==> src/design/sts_pkg.sv <==
// shared types, constants and codes for the staircase throttle sequencer
// no dependencies
`default_nettype none
package sts_pkg;

  localparam int TIME_BITS_DEF = 32;
  localparam int NOW_W         = 32;
  localparam int PW_W          = 12;
  localparam int PCT_W         = 7;
  localparam int STEP_W        = 7;
  localparam int DWELL_W       = 16;
  localparam int CFG_IDX_W     = 2;
  localparam int CFG_DATA_W    = 16;

  // divider operand widths: |numerator| < 80 * 4096, denominator <= 4095
  localparam int DIV_NUM_W     = 19;
  localparam int DIV_DEN_W     = 12;

  // divide by 80 as a shift by 4 and a reciprocal multiply by 1/5, exact below 2^16
  localparam int                   PCT_TOP_SH = 4;
  localparam int                   DIV5_SH    = 18;
  localparam int                   DIV5_MUL_W = 16;
  localparam logic [DIV5_MUL_W-1:0] DIV5_MUL  = 16'hCCCD;
  localparam int                   GOAL_SH_W  = DIV_NUM_W - PCT_TOP_SH;
  localparam int                   GOAL_RCP_W = GOAL_SH_W + DIV5_MUL_W;

  localparam logic [PCT_W-1:0] PCT_TOP   = 7'd80;
  localparam logic [3:0]       RAMP_STEP = 4'd5;
  localparam logic [3:0]       SNAP_BAND = 4'd4;

  localparam logic [PW_W-1:0]    PWM_MIN_RST = 12'd1000;
  localparam logic [PW_W-1:0]    PWM_MAX_RST = 12'd2000;
  localparam logic [STEP_W-1:0]  STEP_RST    = 7'd5;
  localparam logic [DWELL_W-1:0] DWELL_RST   = 16'd5000;

  localparam logic [CFG_IDX_W-1:0] CFG_PWM_MIN = 2'd0;
  localparam logic [CFG_IDX_W-1:0] CFG_PWM_MAX = 2'd1;
  localparam logic [CFG_IDX_W-1:0] CFG_STEP    = 2'd2;
  localparam logic [CFG_IDX_W-1:0] CFG_DWELL   = 2'd3;

  localparam logic OP_EVAL   = 1'b0;
  localparam logic OP_TOGGLE = 1'b1;

  typedef enum logic [2:0] {
    PH_START   = 3'd0,
    PH_COMPUTE = 3'd1,
    PH_RAMP    = 3'd2,
    PH_DWELL   = 3'd3,
    PH_STOPPED = 3'd4
  } phase_t;

  typedef enum logic [2:0] {
    S_IDLE,
    S_UPDATE,
    S_GOAL_MUL,
    S_GOAL_WR,
    S_THR_START,
    S_THR_WAIT,
    S_OUT
  } ctrl_state_t;

  typedef struct packed {
    logic             operation;
    logic [NOW_W-1:0] now_ms;
  } in_item_t;

  typedef struct packed {
    logic [PW_W-1:0]  pulse_width_us;
    logic [PCT_W-1:0] throttle_percent;
    logic [PCT_W-1:0] setpoint_percent;
    logic             active;
    logic [2:0]       phase;
    logic             pulse_write;
  } out_item_t;

  typedef struct packed {
    logic load;
    logic update;
    logic goal_mul;
    logic div_start;
    logic goal_wr;
    logic thr_wr;
    logic out_load;
  } cmd_t;

  typedef struct packed {
    logic goal_pend;
    logic div_done;
    logic out_busy;
  } status_t;

endpackage
`default_nettype wire

==> src/design/sts_div.sv <==
// radix-2 restoring unsigned divider, one quotient bit per cycle
// depends on sts_pkg
`default_nettype none
module sts_div #(
  parameter int NUM_W = sts_pkg::DIV_NUM_W,
  parameter int DEN_W = sts_pkg::DIV_DEN_W
) (
  input  wire logic             clk,
  input  wire logic             rst_n,
  input  wire logic             start,
  input  wire logic [NUM_W-1:0] num,
  input  wire logic [DEN_W-1:0] den,
  output logic                  done,
  output logic [NUM_W-1:0]      quo
);
  import sts_pkg::*;

  localparam int CNT_W = (NUM_W > 1) ? $clog2(NUM_W) : 1;

  logic [DEN_W-1:0] rem_r, rem_nxt;
  logic [NUM_W-1:0] quo_r, quo_nxt;
  logic [DEN_W-1:0] den_r;
  logic [CNT_W-1:0] cnt_r, cnt_nxt;
  logic             busy_r, busy_nxt;
  logic             done_r, done_nxt;
  logic [DEN_W:0]   shifted;
  logic             fits;

  always_comb begin
    shifted  = {rem_r, quo_r[NUM_W-1]};
    fits     = (shifted >= {1'b0, den_r});
    rem_nxt  = rem_r;
    quo_nxt  = quo_r;
    cnt_nxt  = cnt_r;
    busy_nxt = busy_r;
    done_nxt = 1'b0;
    if (start) begin
      rem_nxt  = '0;
      quo_nxt  = num;
      cnt_nxt  = '0;
      busy_nxt = 1'b1;
    end else if (busy_r) begin
      rem_nxt = fits ? DEN_W'(shifted - {1'b0, den_r}) : shifted[DEN_W-1:0];
      quo_nxt = {quo_r[NUM_W-2:0], fits};
      cnt_nxt = cnt_r + 1'b1;
      if (cnt_r == CNT_W'(NUM_W - 1)) begin
        busy_nxt = 1'b0;
        done_nxt = 1'b1;
      end
    end
  end

  always_ff @(posedge clk) begin
    if (!rst_n) begin
      busy_r <= 1'b0;
      done_r <= 1'b0;
      cnt_r  <= '0;
    end else begin
      busy_r <= busy_nxt;
      done_r <= done_nxt;
      cnt_r  <= cnt_nxt;
    end
  end

  always_ff @(posedge clk) begin
    rem_r <= rem_nxt;
    quo_r <= quo_nxt;
    if (start) begin
      den_r <= den;
    end
  end

  assign done = done_r;
  assign quo  = quo_r;

endmodule
`default_nettype wire

==> src/design/sts_ctrl.sv <==
// controller state machine: sequences update, setpoint map, divide and result beat
// depends on sts_pkg
`default_nettype none
module sts_ctrl (
  input  wire logic             clk,
  input  wire logic             rst_n,
  input  wire logic             in_valid,
  output logic                  in_ready,
  input  wire sts_pkg::status_t status,
  output sts_pkg::cmd_t         cmd
);
  import sts_pkg::*;

  ctrl_state_t state_r, state_nxt;

  always_ff @(posedge clk) begin
    if (!rst_n) begin
      state_r <= S_IDLE;
    end else begin
      state_r <= state_nxt;
    end
  end

  always_comb begin
    state_nxt = state_r;
    cmd       = '0;
    in_ready  = 1'b0;
    case (state_r)
      S_IDLE: begin
        in_ready = 1'b1;
        if (in_valid) begin
          cmd.load  = 1'b1;
          state_nxt = S_UPDATE;
        end
      end
      S_UPDATE: begin
        cmd.update = 1'b1;
        state_nxt  = status.goal_pend ? S_GOAL_MUL : S_THR_START;
      end
      S_GOAL_MUL: begin
        cmd.goal_mul = 1'b1;
        state_nxt    = S_GOAL_WR;
      end
      S_GOAL_WR: begin
        cmd.goal_wr = 1'b1;
        state_nxt   = S_THR_START;
      end
      S_THR_START: begin
        cmd.div_start = 1'b1;
        state_nxt     = S_THR_WAIT;
      end
      S_THR_WAIT: begin
        if (status.div_done) begin
          cmd.thr_wr = 1'b1;
          state_nxt  = S_OUT;
        end
      end
      S_OUT: begin
        if (!status.out_busy) begin
          cmd.out_load = 1'b1;
          state_nxt    = S_IDLE;
        end
      end
      default: begin
        state_nxt = S_IDLE;
      end
    endcase
  end

endmodule
`default_nettype wire

==> src/design/sts_dp.sv <==
// datapath: configuration, sequencer state, pulse ramp, mapping and result register
// depends on sts_pkg and sts_div
`default_nettype none
module sts_dp #(
  parameter int TIME_BITS = sts_pkg::TIME_BITS_DEF
) (
  input  wire logic                            clk,
  input  wire logic                            rst_n,
  input  wire sts_pkg::in_item_t               in_data,
  input  wire logic                            cfg_valid,
  output logic                                 cfg_ready,
  input  wire logic [sts_pkg::CFG_IDX_W-1:0]   cfg_index,
  input  wire logic [sts_pkg::CFG_DATA_W-1:0]  cfg_data,
  output logic                                 out_valid,
  input  wire logic                            out_ready,
  output sts_pkg::out_item_t                   out_data,
  input  wire sts_pkg::cmd_t                   cmd,
  output sts_pkg::status_t                     status
);
  import sts_pkg::*;

  // configuration
  logic [PW_W-1:0]    min_r, max_r;
  logic [STEP_W-1:0]  step_r;
  logic [DWELL_W-1:0] dwell_r;

  // item
  logic                 op_r;
  logic [TIME_BITS-1:0] now_r;

  // sequencer state
  phase_t               phase_r, phase_nxt;
  logic                 running_r, running_nxt;
  logic                 asc_r, asc_nxt;
  logic [PCT_W-1:0]     target_r, target_nxt;
  logic [PW_W-1:0]      pulse_r, pulse_nxt;
  logic [PW_W-1:0]      goal_r, goal_nxt;
  logic [TIME_BITS-1:0] ramp_r, ramp_nxt;
  logic [TIME_BITS-1:0] dstamp_r, dstamp_nxt;
  logic                 wrote_r, wrote_nxt;
  logic [PCT_W-1:0]     thr_r, thr_nxt;
  logic                 goal_pend;

  logic      out_valid_r, out_valid_nxt;
  out_item_t out_data_r;

  // update step
  phase_t                ph;
  logic [PCT_W:0]        sum;
  logic signed [PW_W+1:0] ramp_diff;
  logic signed [PW_W+1:0] ramp_pw;
  logic [PW_W+1:0]       ramp_mag;
  logic [TIME_BITS-1:0]  elapsed;

  // mapping and divider operands
  logic signed [PW_W:0] rng;
  logic [PW_W-1:0]      rng_abs;
  logic signed [PW_W:0] pdiff;
  logic [PW_W-1:0]      pdiff_abs;
  logic [DIV_NUM_W-1:0] div_num;
  logic [DIV_DEN_W-1:0] div_den;
  logic [DIV_NUM_W-1:0] div_quo;
  logic                 div_done;
  logic signed [PW_W+1:0] goal_val;
  logic [DIV_NUM_W-1:0] goal_prod;
  logic [DIV_NUM_W-1:0] goal_prod_r;
  logic [GOAL_SH_W-1:0] goal_sh;
  logic [GOAL_RCP_W-1:0] goal_recip;
  logic [PW_W-1:0]      goal_quo;
  logic [DIV_NUM_W-1:0] thr_prod;

  assign cfg_ready = 1'b1;

  always_ff @(posedge clk) begin
    if (!rst_n) begin
      min_r   <= PWM_MIN_RST;
      max_r   <= PWM_MAX_RST;
      step_r  <= STEP_RST;
      dwell_r <= DWELL_RST;
    end else if (cfg_valid) begin
      case (cfg_index)
        CFG_PWM_MIN: min_r   <= cfg_data[PW_W-1:0];
        CFG_PWM_MAX: max_r   <= cfg_data[PW_W-1:0];
        CFG_STEP:    step_r  <= cfg_data[STEP_W-1:0];
        CFG_DWELL:   dwell_r <= cfg_data[DWELL_W-1:0];
        default: begin
        end
      endcase
    end
  end

  always_ff @(posedge clk) begin
    if (cmd.load) begin
      op_r  <= in_data.operation;
      now_r <= TIME_BITS'(in_data.now_ms);
    end
  end

  always_comb begin
    ph          = running_r ? phase_r : PH_STOPPED;
    phase_nxt   = phase_r;
    running_nxt = running_r;
    asc_nxt     = asc_r;
    target_nxt  = target_r;
    pulse_nxt   = pulse_r;
    ramp_nxt    = ramp_r;
    dstamp_nxt  = dstamp_r;
    wrote_nxt   = 1'b0;
    goal_pend   = 1'b0;
    sum         = {1'b0, target_r} + {1'b0, step_r};
    ramp_diff   = $signed({2'b00, goal_r}) - $signed({2'b00, pulse_r});
    ramp_mag    = ramp_diff[PW_W+1] ? (PW_W+2)'(-ramp_diff) : ramp_diff;
    ramp_pw     = ramp_diff[PW_W+1] ?
                  $signed({2'b00, pulse_r}) - $signed({{(PW_W-2){1'b0}}, RAMP_STEP}) :
                  $signed({2'b00, pulse_r}) + $signed({{(PW_W-2){1'b0}}, RAMP_STEP});
    elapsed     = now_r - dstamp_r;
    if (ramp_pw > $signed({2'b00, max_r})) begin
      ramp_pw = $signed({2'b00, max_r});
    end
    if (ramp_pw < $signed({2'b00, min_r})) begin
      ramp_pw = $signed({2'b00, min_r});
    end
    if (op_r == OP_TOGGLE) begin
      running_nxt = ~running_r;
      if (!running_r) begin
        phase_nxt  = PH_START;
        asc_nxt    = 1'b1;
        target_nxt = '0;
      end else begin
        phase_nxt = PH_STOPPED;
      end
    end else begin
      phase_nxt = ph;
      case (ph)
        PH_START: begin
          target_nxt = '0;
          asc_nxt    = 1'b1;
          phase_nxt  = PH_COMPUTE;
        end
        PH_COMPUTE: begin
          if (asc_r) begin
            if (sum >= {1'b0, PCT_TOP}) begin
              target_nxt = PCT_TOP;
              asc_nxt    = 1'b0;
            end else begin
              target_nxt = sum[PCT_W-1:0];
            end
          end else begin
            target_nxt = (target_r <= step_r) ? '0 : PCT_W'(target_r - step_r);
          end
          goal_pend = 1'b1;
          ramp_nxt  = now_r;
          phase_nxt = PH_RAMP;
        end
        PH_RAMP: begin
          if (now_r != ramp_r) begin
            ramp_nxt  = now_r;
            wrote_nxt = 1'b1;
            if (ramp_mag > (PW_W+2)'(SNAP_BAND)) begin
              pulse_nxt = ramp_pw[PW_W-1:0];
            end else begin
              pulse_nxt  = goal_r;
              dstamp_nxt = now_r;
              phase_nxt  = PH_DWELL;
            end
          end
        end
        PH_DWELL: begin
          if (elapsed >= TIME_BITS'(dwell_r)) begin
            if (target_r == '0 && !asc_r) begin
              running_nxt = 1'b0;
              phase_nxt   = PH_STOPPED;
            end else begin
              phase_nxt = PH_COMPUTE;
            end
          end
        end
        default: begin
          running_nxt = 1'b0;
          target_nxt  = '0;
          asc_nxt     = 1'b1;
          if (pulse_r != min_r) begin
            pulse_nxt = min_r;
            wrote_nxt = 1'b1;
          end
        end
      endcase
    end
  end

  // operands for the goal map and the throttle map
  always_comb begin
    rng        = $signed({1'b0, max_r}) - $signed({1'b0, min_r});
    rng_abs    = rng[PW_W] ? PW_W'(-rng) : rng[PW_W-1:0];
    pdiff      = $signed({1'b0, pulse_r}) - $signed({1'b0, min_r});
    pdiff_abs  = pdiff[PW_W] ? PW_W'(-pdiff) : pdiff[PW_W-1:0];
    goal_prod  = DIV_NUM_W'(target_r) * DIV_NUM_W'(rng_abs);
    thr_prod   = DIV_NUM_W'(pdiff_abs) * DIV_NUM_W'(PCT_TOP);
    div_num    = thr_prod;
    div_den    = DIV_DEN_W'(rng_abs);
    goal_sh    = goal_prod_r[DIV_NUM_W-1:PCT_TOP_SH];
    goal_recip = GOAL_RCP_W'(goal_sh) * GOAL_RCP_W'(DIV5_MUL);
    goal_quo   = goal_recip[DIV5_SH +: PW_W];
    goal_val   = rng[PW_W] ?
                 $signed({2'b00, min_r}) - $signed({2'b00, goal_quo}) :
                 $signed({2'b00, min_r}) + $signed({2'b00, goal_quo});
    goal_nxt   = goal_val[PW_W-1:0];
    if (rng == '0) begin
      thr_nxt = '0;
    end else if ((pdiff[PW_W] != rng[PW_W]) && (pdiff != '0)) begin
      thr_nxt = '0;
    end else if (div_quo > DIV_NUM_W'(PCT_TOP)) begin
      thr_nxt = PCT_TOP;
    end else begin
      thr_nxt = div_quo[PCT_W-1:0];
    end
  end

  sts_div #(
    .NUM_W(DIV_NUM_W),
    .DEN_W(DIV_DEN_W)
  ) u_div (
    .clk   (clk),
    .rst_n (rst_n),
    .start (cmd.div_start),
    .num   (div_num),
    .den   (div_den),
    .done  (div_done),
    .quo   (div_quo)
  );

  always_ff @(posedge clk) begin
    if (!rst_n) begin
      phase_r   <= PH_STOPPED;
      running_r <= 1'b0;
      asc_r     <= 1'b1;
      target_r  <= '0;
      pulse_r   <= PWM_MIN_RST;
      goal_r    <= PWM_MIN_RST;
      ramp_r    <= '0;
      dstamp_r  <= '0;
      wrote_r   <= 1'b0;
    end else begin
      if (cmd.update) begin
        phase_r   <= phase_nxt;
        running_r <= running_nxt;
        asc_r     <= asc_nxt;
        target_r  <= target_nxt;
        pulse_r   <= pulse_nxt;
        ramp_r    <= ramp_nxt;
        dstamp_r  <= dstamp_nxt;
        wrote_r   <= wrote_nxt;
      end
      if (cmd.goal_wr) begin
        goal_r <= goal_nxt;
      end
    end
  end

  always_ff @(posedge clk) begin
    if (cmd.goal_mul) begin
      goal_prod_r <= goal_prod;
    end
    if (cmd.thr_wr) begin
      thr_r <= thr_nxt;
    end
  end

  // result register
  always_comb begin
    out_valid_nxt = out_valid_r;
    if (cmd.out_load) begin
      out_valid_nxt = 1'b1;
    end else if (out_ready) begin
      out_valid_nxt = 1'b0;
    end
  end

  always_ff @(posedge clk) begin
    if (!rst_n) begin
      out_valid_r <= 1'b0;
    end else begin
      out_valid_r <= out_valid_nxt;
    end
  end

  always_ff @(posedge clk) begin
    if (cmd.out_load) begin
      out_data_r.pulse_width_us   <= pulse_r;
      out_data_r.throttle_percent <= thr_r;
      out_data_r.setpoint_percent <= target_r;
      out_data_r.active           <= running_r;
      out_data_r.phase            <= phase_r;
      out_data_r.pulse_write      <= wrote_r;
    end
  end

  assign out_valid        = out_valid_r;
  assign out_data         = out_data_r;
  assign status.goal_pend = goal_pend;
  assign status.div_done  = div_done;
  assign status.out_busy  = out_valid_r && !out_ready;

endmodule
`default_nettype wire

==> src/design/esc_staircase_throttle_sequencer.sv <==
// top level of the ESC staircase throttle sequencer
// depends on sts_pkg, sts_ctrl and sts_dp
//
// One item is taken at a time. An item runs from accept to result beat through
// the update, the setpoint map when it computes a new staircase step, and the
// radix-2 divider, which does the mapping of the pulse back to a throttle
// percent. The mapping of the setpoint onto the pulse range is a registered
// product and a reciprocal multiply. The result beat sits in an output
// register; a stalled result holds the next item in its final state only.
// Configuration writes are taken in any cycle and must land while idle.
`default_nettype none
module esc_staircase_throttle_sequencer #(
  parameter int TIME_BITS = sts_pkg::TIME_BITS_DEF
) (
  input  wire logic                            clk,
  input  wire logic                            rst_n,
  input  wire logic                            in_valid,
  output logic                                 in_ready,
  input  wire sts_pkg::in_item_t               in_data,
  output logic                                 out_valid,
  input  wire logic                            out_ready,
  output sts_pkg::out_item_t                   out_data,
  input  wire logic                            cfg_valid,
  output logic                                 cfg_ready,
  input  wire logic [sts_pkg::CFG_IDX_W-1:0]   cfg_index,
  input  wire logic [sts_pkg::CFG_DATA_W-1:0]  cfg_data
);
  import sts_pkg::*;

  cmd_t    cmd;
  status_t status;

  sts_ctrl u_ctrl (
    .clk      (clk),
    .rst_n    (rst_n),
    .in_valid (in_valid),
    .in_ready (in_ready),
    .status   (status),
    .cmd      (cmd)
  );

  sts_dp #(
    .TIME_BITS(TIME_BITS)
  ) u_dp (
    .clk       (clk),
    .rst_n     (rst_n),
    .in_data   (in_data),
    .cfg_valid (cfg_valid),
    .cfg_ready (cfg_ready),
    .cfg_index (cfg_index),
    .cfg_data  (cfg_data),
    .out_valid (out_valid),
    .out_ready (out_ready),
    .out_data  (out_data),
    .cmd       (cmd),
    .status    (status)
  );

endmodule
`default_nettype wire

==> config.mk <==
export PLATFORM = sky130hd
export DESIGN_NAME = esc_staircase_throttle_sequencer
export DESIGN_NICKNAME = d
export VERILOG_FILES = /design/src/design/sts_pkg.sv /design/src/design/sts_div.sv /design/src/design/sts_ctrl.sv /design/src/design/sts_dp.sv /design/src/design/esc_staircase_throttle_sequencer.sv
export SDC_FILE = /design/constraint.sdc
export NUM_CORES = 1
export LEC_CHECK = 0
export ABC_AREA = 1
export BUFFER_PORTS_ARGS = -buffer_cell sky130_fd_sc_hd__buf_2
export CORE_ASPECT_RATIO = 0.9
export CORE_MARGIN = 10
export CORE_UTILIZATION = 64
export DETAILED_ROUTE_END_ITERATION = 6
export PLACE_DENSITY_LB_ADDON = 0.2
export SETUP_SLACK_MARGIN = 0.02
export SLEW_MARGIN = 20
export SYNTH_ARGS = -nofsm -noshare
export SYNTH_HDL_FRONTEND = slang
export SYNTH_SLANG_ARGS = --single-unit
==> constraint.sdc <==
create_clock -name clk -period 8.5 [get_ports clk]
set_clock_uncertainty 0.1 [all_clocks]
set_input_delay 1.7 -clock clk [delete_from_list [all_inputs] [get_ports clk]]
set_output_delay 1.7 -clock clk [all_outputs]
set_load 0.02 [all_outputs]
* After elaboration in Yosys (flattened, before gate mapping) *
Cells that the tools add are included.

cells by class
  $lt $le $gt $ge = 8
  equal/unequal tests = 25
  add/subtract/negate cells = 15
  reduce and logical (&&, ||, !) cells = 32
  multiplexer cells = 68
  bitwise operators = 6
  $mul = 3

operators by type and width
  cell                                                                               number
  12-bit 2-to-1 mux                                                                  8
  32-bit case mux with 2 select lines                                                1
  14-bit 2-to-1 mux                                                                  3
  7-bit 2-to-1 mux                                                                   6
  12-bit by 12-bit subtractor with 13-bit output                                     3
  19-bit 2-to-1 mux                                                                  2
  3-bit 2-to-1 mux                                                                   11
  32-bit by 16-bit >= comparator with 1-bit output                                   1
  32-bit 2-to-1 mux                                                                  1
  32-bit != test                                                                     1
  32-bit subtractor                                                                  1
  15-bit by 16-bit multiplier with 30-bit output (second input constant)             1
  1-bit 2-to-1 mux                                                                   29
  12-bit negator                                                                     2
  12-bit case mux with 2 select lines                                                1
  12-bit subtractor                                                                  2
  3-bit case mux with 7 select lines                                                 1
  19-bit by 7-bit greater-than comparator with 1-bit output (second input constant)  1
  7-bit by 12-bit multiplier with 19-bit output                                      1
  12-bit by 3-bit multiplier with 15-bit output (second input constant)              1
  14-bit by 13-bit greater-than comparator with 1-bit output                         1
  14-bit by 3-bit greater-than comparator with 1-bit output (second input constant)  1
  14-bit by 13-bit less-than comparator with 1-bit output                            1
  14-bit negator                                                                     1
  38 further kinds                                                                   76

storage, ports and cells
  word-level logic and storage cells = 190
  register bits = 292
  input bits = 56

* Depth between registers and ports, before layout *
Gate-level depths: netlist of the first run.

  depth in word-level cells = 9
  gate-level depth with buffers = 42
  mapped depth without buffers = 41

* Cells and area by module *
From an unflattened synthesis of the first run, not the netlist that was laid out.

unflattened totals
  cell total of the unflattened synthesis = 3672
  area total of the unflattened synthesis = 27032.2 um2

by module, submodules not included
  module    cells an instance  instances  area each (um2)  seq. area each (um2)
  sts_dp    3261               1          23870.4          5565.3
  sts_div   366                1          2874.0           1311.3
  sts_ctrl  45                 1          287.8            60.1

* Worst setup path after synthesis of the first run *
Ideal clock, no wire load.

  path kind = register to register
  from = register u_dp.goal_prod_r[13]
  to = register u_dp.goal_r[11]
  data required time = 8.283 ns
  library setup time = 0.117 ns
  cell stages (with the launch flop) = 35
  path buffers = 0
  data arrival time = 7.099 ns
  path slack = 1.184 ns
  path through = edfxtp_1 > ha_1 > inv_1 > fa_1 > fa_1 > inv_1 > ha_1 > a21o_1 > fa_1 > inv_1 > fa_1 > inv_1 > ha_1 > nand2_1 > nor2_1 > nand2_1 > o21ai_0 > xor2_1 > ha_1 > o21ai_0 > ha_1 > nand2_1 > nor2_1 > a211oi_1 > o21ai_0 > a21boi_0 > o21ai_0 > nand2_1 > nand2_1 > a21oi_1 > xor2_1 > xnor2_1 > o21ai_0 > a21oi_1 > nor2_1

between the ends
  cells in the longest elaborated chain, start to end = 3

RTL lines
  what                                                RTL line                      RTL
  from (decl)                                         sts_dp.sv:66                  logic [DIV_NUM_W-1:0] goal_prod_r;
  from (signal assigned)                              sts_dp.sv:262                 goal_prod_r <= goal_prod;
  15-bit by 16-bit multiplier with 30-bit output (*)  sts_dp.sv:202                 goal_recip = GOAL_RCP_W'(goal_sh) * GOAL_RCP_W'(DIV5_MUL);
  12-bit adder or 12-bit subtractor (tied branches)   sts_dp.sv:206, sts_dp.sv:205
  12-bit 2-to-1 mux (*)                               sts_dp.sv:204                 goal_val = rng[PW_W] ?
  to (signal assigned)                                sts_dp.sv:255                 goal_r <= goal_nxt;
  to (decl)                                           sts_dp.sv:37                  logic [PW_W-1:0] goal_r, goal_nxt;

Every way passes the cells marked *; elsewhere a longest branch is shown, timed or not.
A chain may end at the register's enable or synchronous reset.

* Worst setup path after layout of the first run *
Ends and elaborated chain as after synthesis.

==> flow_metrics.py, run 1 <==
metrics = {
    "final_layout": {
        "drive_gt1_share_pct": 7.30,
        "fin_area_um2": 27500,
        "syn2layout_area_growth_pct": 8.17,
        "final_util_pct": 69.9,
        "nets": 3787,
        "fillers": 3249,
        "seqCellArea_um2": 6900,
        "diodes": 0,
        "multiInputGateArea_um2": 16300,
    },
    "global_routing": {
        "grt_antenna_before_repair": 0,
        "grt_pass1_wl_mm": 114,
        "grt_max_degree": 84,
        "overflow": 0,
        "grt_use_total_pct": 29.0,
        "grt_pass1_vias": 21900,
    },
    "route": {
        "via_per_inst": 5.78,
        "routed_wirelength_mm": 70.4,
        "drc": 0,
        "dr.pass1.iters": 6,
        "drt_iter0_markers": 2113,
        "wire_per_inst_um": 18.2,
        "vias": 22300,
        "antenna_left": 0,
    },
    "cts": {
        "clkTransAtPathRegs_ns": 0.06,
        "clockBufferDepth": 3,
        "cts_inserted_buffers": 34,
        "root_buffer": "clkbuf_16",
        "cts.sinks": 288,
        "cts_tree": "yes",
        "clk_latency_ns": 0.57,
        "htreeDepth": 2,
    },
    "synthesis": {
        "synth_edf_count": 113,
        "synth_ff_type": "dfxtp_1",
        "ys_warn_count": 0,
        "ys_async_sr_fraction_pct": 0,
        "ys_types": 69,
        "synth_top_area_cell": "ha_1",
        "syn_inst": 3226,
        "yosys-top-cells-area": "ha_1 (16%), dfxtp_1 (14%), edfxtp_1 (13%), fa_1 (8.9%), nand2_1 (8.0%)",
        "synth_area_um2": 25400,
        "synth_fp_nets": 3712,
        "ys_ff_latch": 288,
        "ys_seq_area_share_pct": 27.1,
        "synth_top_area_share_pct": 15.6,
        "syn_avg_cell_area_um2": 7.88,
    },
    "placement": {
        "gp_congestion": 0.978,
        "postPlaceCellArea_um2": 26400,
        "io_buffers": 88,
        "hpwl_mm": 55.7,
    },
    "timing": {
        "max_freq_mhz": 127,
        "rsz0062_at_grt": "false",
        "worstMarginPinSlew_ns": 1.03,
        "final_hold_viol_count": 0,
        "period_needed_ns": 7.89,
        "tns_ns": 0,
        "drv_slew": 0,
        "min_period_over_period_pct": 92.9,
        "finalSetupViolCount": 0,
        "relSlewSlack_pct": 31.1,
    },
    "worst_setup_path": {
        "max_stage_delay_ns": 0.54,
        "required_ns": 8.85,
        "cpMostUsedCell": "inv_1",
        "end_kind": "flip-flop",
        "cp_max_fo": 5,
        "critPathKind": "flip-flop to flip-flop",
        "start_kind": "flip-flop",
        "slowest_stage": "fa_1",
        "cp.arrival_ns": 8.24,
        "path_delay_family": "adder cells",
        "cp.buffers_inverters": 6,
    },
    "floorplan": {
        "start_util_pct": 64.6,
        "fp.dieW_um": 230,
        "io_pins": 90,
        "die_h_um": 209,
        "die_area_um2": 48100,
        "design.core.area_um2": 39400,
        "rows": 69,
    },
    "worst_hold_path": {
        "min_path_type": "flip-flop to flip-flop",
    },
    "run": {
        "maxCapViolations": 0,
    },
    "status": {
        "status": "finished clean",
    },
}
==> cells in the mapped netlist, drive strengths merged, types with 37 or more instances <==
library cell,instances
ha,317
clkbuf,55
nand2,542
nor3,50
a21oi,284
a211oi,37
dfxtp,175
xor2,125
fa,113
nor2,312
o21ai,210
inv,511
nand3,104
edfxtp,113
xnor2,54
==> worst reg2reg max path, delay by kind of cell, from the launching register on <==
kind	cells	cell delay, ns
XOR/XNOR	4	0.66
adder cells (fa/ha/maj)	8	3.43
flip-flops	1	0.49
AND/OR/NAND/NOR	9	1.23
buffers and inverters	6	0.37
AO/OA/AOI/OAI	8	1.52
==> flip-flops by register name (all words and copies together), names as in the netlist, 15 cells and up <==
register          flops
u_dp.dstamp_r        32
u_dp.ramp_r          32
u_dp.out_data        31
u_dp.dwell_r         16
u_dp.u_div.quo       19
u_dp.now_r           32
u_dp.goal_prod_r     15
==> final cells by class <==
type / instances / area share (%)
clock buffer: 49 / 3.49
clock inverter: 13 / 0.418
inverter: 516 / 7.04
multi-input combinational: 2353 / 59.4
sequential: 288 / 25.1
tap: 532 / 2.42
timing repair buffer: 108 / 2.15
==> path summary, 6_finish.rpt <==
kind | from | cells after the start | endpoint | slack [ns]
max | u_dp.goal_prod_r[13]$_DFFE_PP_ | 35 | u_dp.goal_r[11]$_SDFFE_PN0P_ | 0.61
min | u_dp.thr_r[6]$_SDFFCE_PP0P_ | 0 | u_dp.out_data[18]$_DFFE_PP_ | 0.32
max reg2reg | u_dp.goal_prod_r[13]$_DFFE_PP_ | 35 | u_dp.goal_r[11]$_SDFFE_PN0P_ | 0.61
min reg2reg | u_dp.thr_r[6]$_SDFFCE_PP0P_ | 0 | u_dp.out_data[18]$_DFFE_PP_ | 0.32
==> layer usage <==
layer / track usage (%) / up-vias / routed length (um)
met3: 4.12 / 125 / 5040
met1: 39.4 / 10600 / 31300
li1: - / 10800 / -
met2: 47.0 / 794 / 32000
met4: 9.20 / 0 / 2010
met5: 0 / - / 0
==> cells in the final DEF, fill, tap and decap left out, types with 36 or more instances in the layout <==
| cell | synthesis | layout |
|---|---|---|
| buf_2 | 7 | 88 |
| ha_1 | 317 | 317 |
| xnor2_1 | 54 | 54 |
| a21oi_1 | 280 | 280 |
| clkbuf_16 | 0 | 36 |
| inv_1 | 503 | 503 |
| dfxtp_1 | 175 | 175 |
| nor2_1 | 310 | 308 |
| nor3_1 | 50 | 48 |
| edfxtp_1 | 113 | 113 |
| fa_1 | 113 | 113 |
| o21ai_0 | 198 | 195 |
| nand3_1 | 99 | 99 |
| nand2_1 | 539 | 539 |
| xor2_1 | 122 | 121 |
==> timing repair <==
item	CTS	global route
hold buffers	0	0
setup endpoints to repair	0	2
resized for setup	0	7
buffers inserted	0	0
==> per-stage QoR <==
stage / setup WS, ns / instances / hold WS [ns]
3_3_place_gp: 0.598 / 3797 / 0.303
2_1_floorplan: 1.18 / 3226 / 0.300
5_1_grt: 0.0551 / 3859 / 0.321
6_report: 0.607 / 3859 / 0.318
4_1_cts: 0.345 / 3859 / 0.319
3_5_place_dp: 0.383 / 3797 / 0.305
==> cells by family after synthesis <==
logic type,Yosys count,synth area share [%]
xor+xnor,179,6.25
flops,288,27.1
simple gates,1090,18.0
fa+ha+maj,430,24.5
compound gates,653,15.3
other cells,1,0.0147
buf+inv,585,8.82
Power of run 1 is not shown: default switching activity piles up to over one toggle a cycle in this logic, so the estimate is an artifact.
==> inputs of run 2 (changes only) <==
--- a/config.mk
+++ b/config.mk
@@ -6,11 +6,11 @@
 export NUM_CORES = 1
 export LEC_CHECK = 0
 export ABC_AREA = 1
-export BUFFER_PORTS_ARGS = -buffer_cell sky130_fd_sc_hd__buf_2
 export CORE_ASPECT_RATIO = 0.9
 export CORE_MARGIN = 10
-export CORE_UTILIZATION = 64
+export CORE_UTILIZATION = 66
 export DETAILED_ROUTE_END_ITERATION = 6
+export DONT_BUFFER_PORTS = 1
 export PLACE_DENSITY_LB_ADDON = 0.2
 export SETUP_SLACK_MARGIN = 0.02
 export SLEW_MARGIN = 20
==> run 2 against run 1 <==
Net effect: the flow now finishes with violations (design-rule violations); clock-buffer cell count fell by 9; global-route usage fell by 0.14 points; sequential share of layout area rose by 0.47 points; first-iteration DRC count fell by 0.80%; critical path depth rose by 2; via count fell by 1.4%; die area fell by 2.8%; setup slack got worse by 0.047 ns; largest cell class unchanged.
==> flow_metrics.py, run 2 (same netlist as run 1, synthesis figures left out) <==
metrics = {
    "route": {
        "routed_wirelength_mm": 66.9,
        "drc": 2,
        "antenna_left": 0,
        "drt_iter0_markers": 2096,
        "vias": 22000,
        "dr.pass1.iters": 7,
        "wire_per_inst_um": 18.0,
        "via_per_inst": 5.90,
    },
    "cts": {
        "clk_latency_ns": 0.60,
        "cts_inserted_buffers": 31,
        "clkTransAtPathRegs_ns": 0.07,
        "htreeDepth": 1,
        "clockBufferDepth": 3,
        "root_buffer": "clkbuf_16",
        "ctsHoldBuffers": 0,
        "cts_tree": "yes",
        "cts.sinks": 288,
    },
    "worst_setup_path": {
        "start_kind": "flip-flop",
        "cp.arrival_ns": 8.33,
        "critPathKind": "flip-flop to flip-flop",
        "max_stage_delay_ns": 0.54,
        "r2r_slack_ns": 0.56,
        "cp_max_fo": 4,
        "slowest_stage": "fa_1",
        "end_kind": "flip-flop",
        "required_ns": 8.89,
    },
    "timing": {
        "period_needed_ns": 7.94,
        "final_hold_viol_count": 0,
        "relSlewSlack_pct": 26.3,
        "max_freq_mhz": 126,
        "drv_slew": 0,
        "tns_ns": 0,
        "rsz0062_at_grt": "false",
        "min_period_over_period_pct": 93.4,
        "worstMarginPinSlew_ns": 1.11,
        "timing.hold.ws_ns": 0.318,
        "finalSetupViolCount": 0,
    },
    "floorplan": {
        "die_area_um2": 46800,
        "start_util_pct": 66.6,
        "io_pins": 90,
        "fp.dieW_um": 227,
        "design.core.area_um2": 38200,
        "rows": 68,
        "die_h_um": 206,
    },
    "run": {
        "maxCapViolations": 0,
    },
    "final_layout": {
        "final_common_cell": "nand2_1",
        "nets": 3693,
        "syn2layout_area_growth_pct": 6.17,
        "final_util_pct": 70.7,
        "mostFrequentLayoutCells": "nand2_1 (539), inv_1 (503), ha_1 (317)",
        "fillers": 3054,
        "top_regs": "u_dp.dstamp_r x32, u_dp.now_r x32, u_dp.ramp_r x32",
        "drive_gt1_share_pct": 4.89,
    },
    "global_routing": {
        "grt_use_total_pct": 28.9,
        "grt_pass1_vias": 21400,
        "grt_antenna_before_repair": 3,
        "grt_pass1_wl_mm": 109,
        "grt_max_degree": 85,
        "overflow": 0,
    },
    "worst_hold_path": {
        "min_path_type": "flip-flop to flip-flop",
    },
    "placement": {
        "io_buffers": 0,
        "gp_congestion": 0.968,
        "hpwl_mm": 53.6,
    },
    "status": {
        "violations": "design-rule violations",
        "status": "finished, violations left",
    },
}
run 2: changes by cell type in the layout (fill, tap and decap cells not counted), sizes merged:
cell	previous run	this run
buf	108	17
clkbuf	49	40
bufinv	1	3
clkinv	11	13
clkinvlp	0	2
diode	0	2
inv	517	516
run 2: path summary, 6_finish.rpt:
check / start / endpoint / cells past startpoint
min: u_dp.thr_r[6]$_SDFFCE_PP0P_ / u_dp.out_data[18]$_DFFE_PP_ / 0
min reg2reg: u_dp.thr_r[6]$_SDFFCE_PP0P_ / u_dp.out_data[18]$_DFFE_PP_ / 0
max reg2reg: u_dp.goal_prod_r[6]$_DFFE_PP_ / u_dp.goal_r[11]$_SDFFE_PN0P_ / 37
max: u_dp.goal_prod_r[6]$_DFFE_PP_ / u_dp.goal_r[11]$_SDFFE_PN0P_ / 37
run 2: metal layers:
layer	up-vias	global-route usage, %	routed length, um
met5	-	0	0
met4	0	6.80	1650
met3	121	4.74	5810
met2	848	46.6	29600
met1	10400	39.9	29800
li1	10600	-	-
run 2: timing repair:
| action | in CTS | in global routing |
|---|---|---|
| setup endpoints to repair | 0 | 2 |
| gates resized for setup | 0 | 8 |
| buffers inserted | 0 | 1 |
run 2: layout make-up:
type | instances | area, um^2 | share of cell area (%)
well taps | 490 | 613 | 2.27
multi-input cells | 2353 | 16300 | 60.5
clock inverters | 18 | 201 | 0.746
clock buffers | 40 | 872 | 3.23
repair buffers | 17 | 128 | 0.473
diodes | 2 | 5.00 | 0.0185
flip-flops and latches | 288 | 6900 | 25.5
inverters | 516 | 1940 | 7.18
run 2: metrics by stage:
stage / setup slack [ns] / cells / cell area [um^2]
finish: 0.560 / 3724 / 27000
global route: 0.0585 / 3724 / 27000
CTS: 0.173 / 3721 / 27000
detailed placement: 0.182 / 3663 / 25900
global placement: 0.421 / 3663 / 25900
floorplan: 1.18 / 3226 / 25400
run 2: worst max-delay path: cells and delay by family (launching register included):
kind            cells  cell delay [ns]
fa+ha+maj           9             3.41
compound gates     11             1.99
flops               1             0.45
xor+xnor            4             0.72
buf+inv             6             0.43
simple gates        7             0.73
Power of run 2 is left out for the same reason.
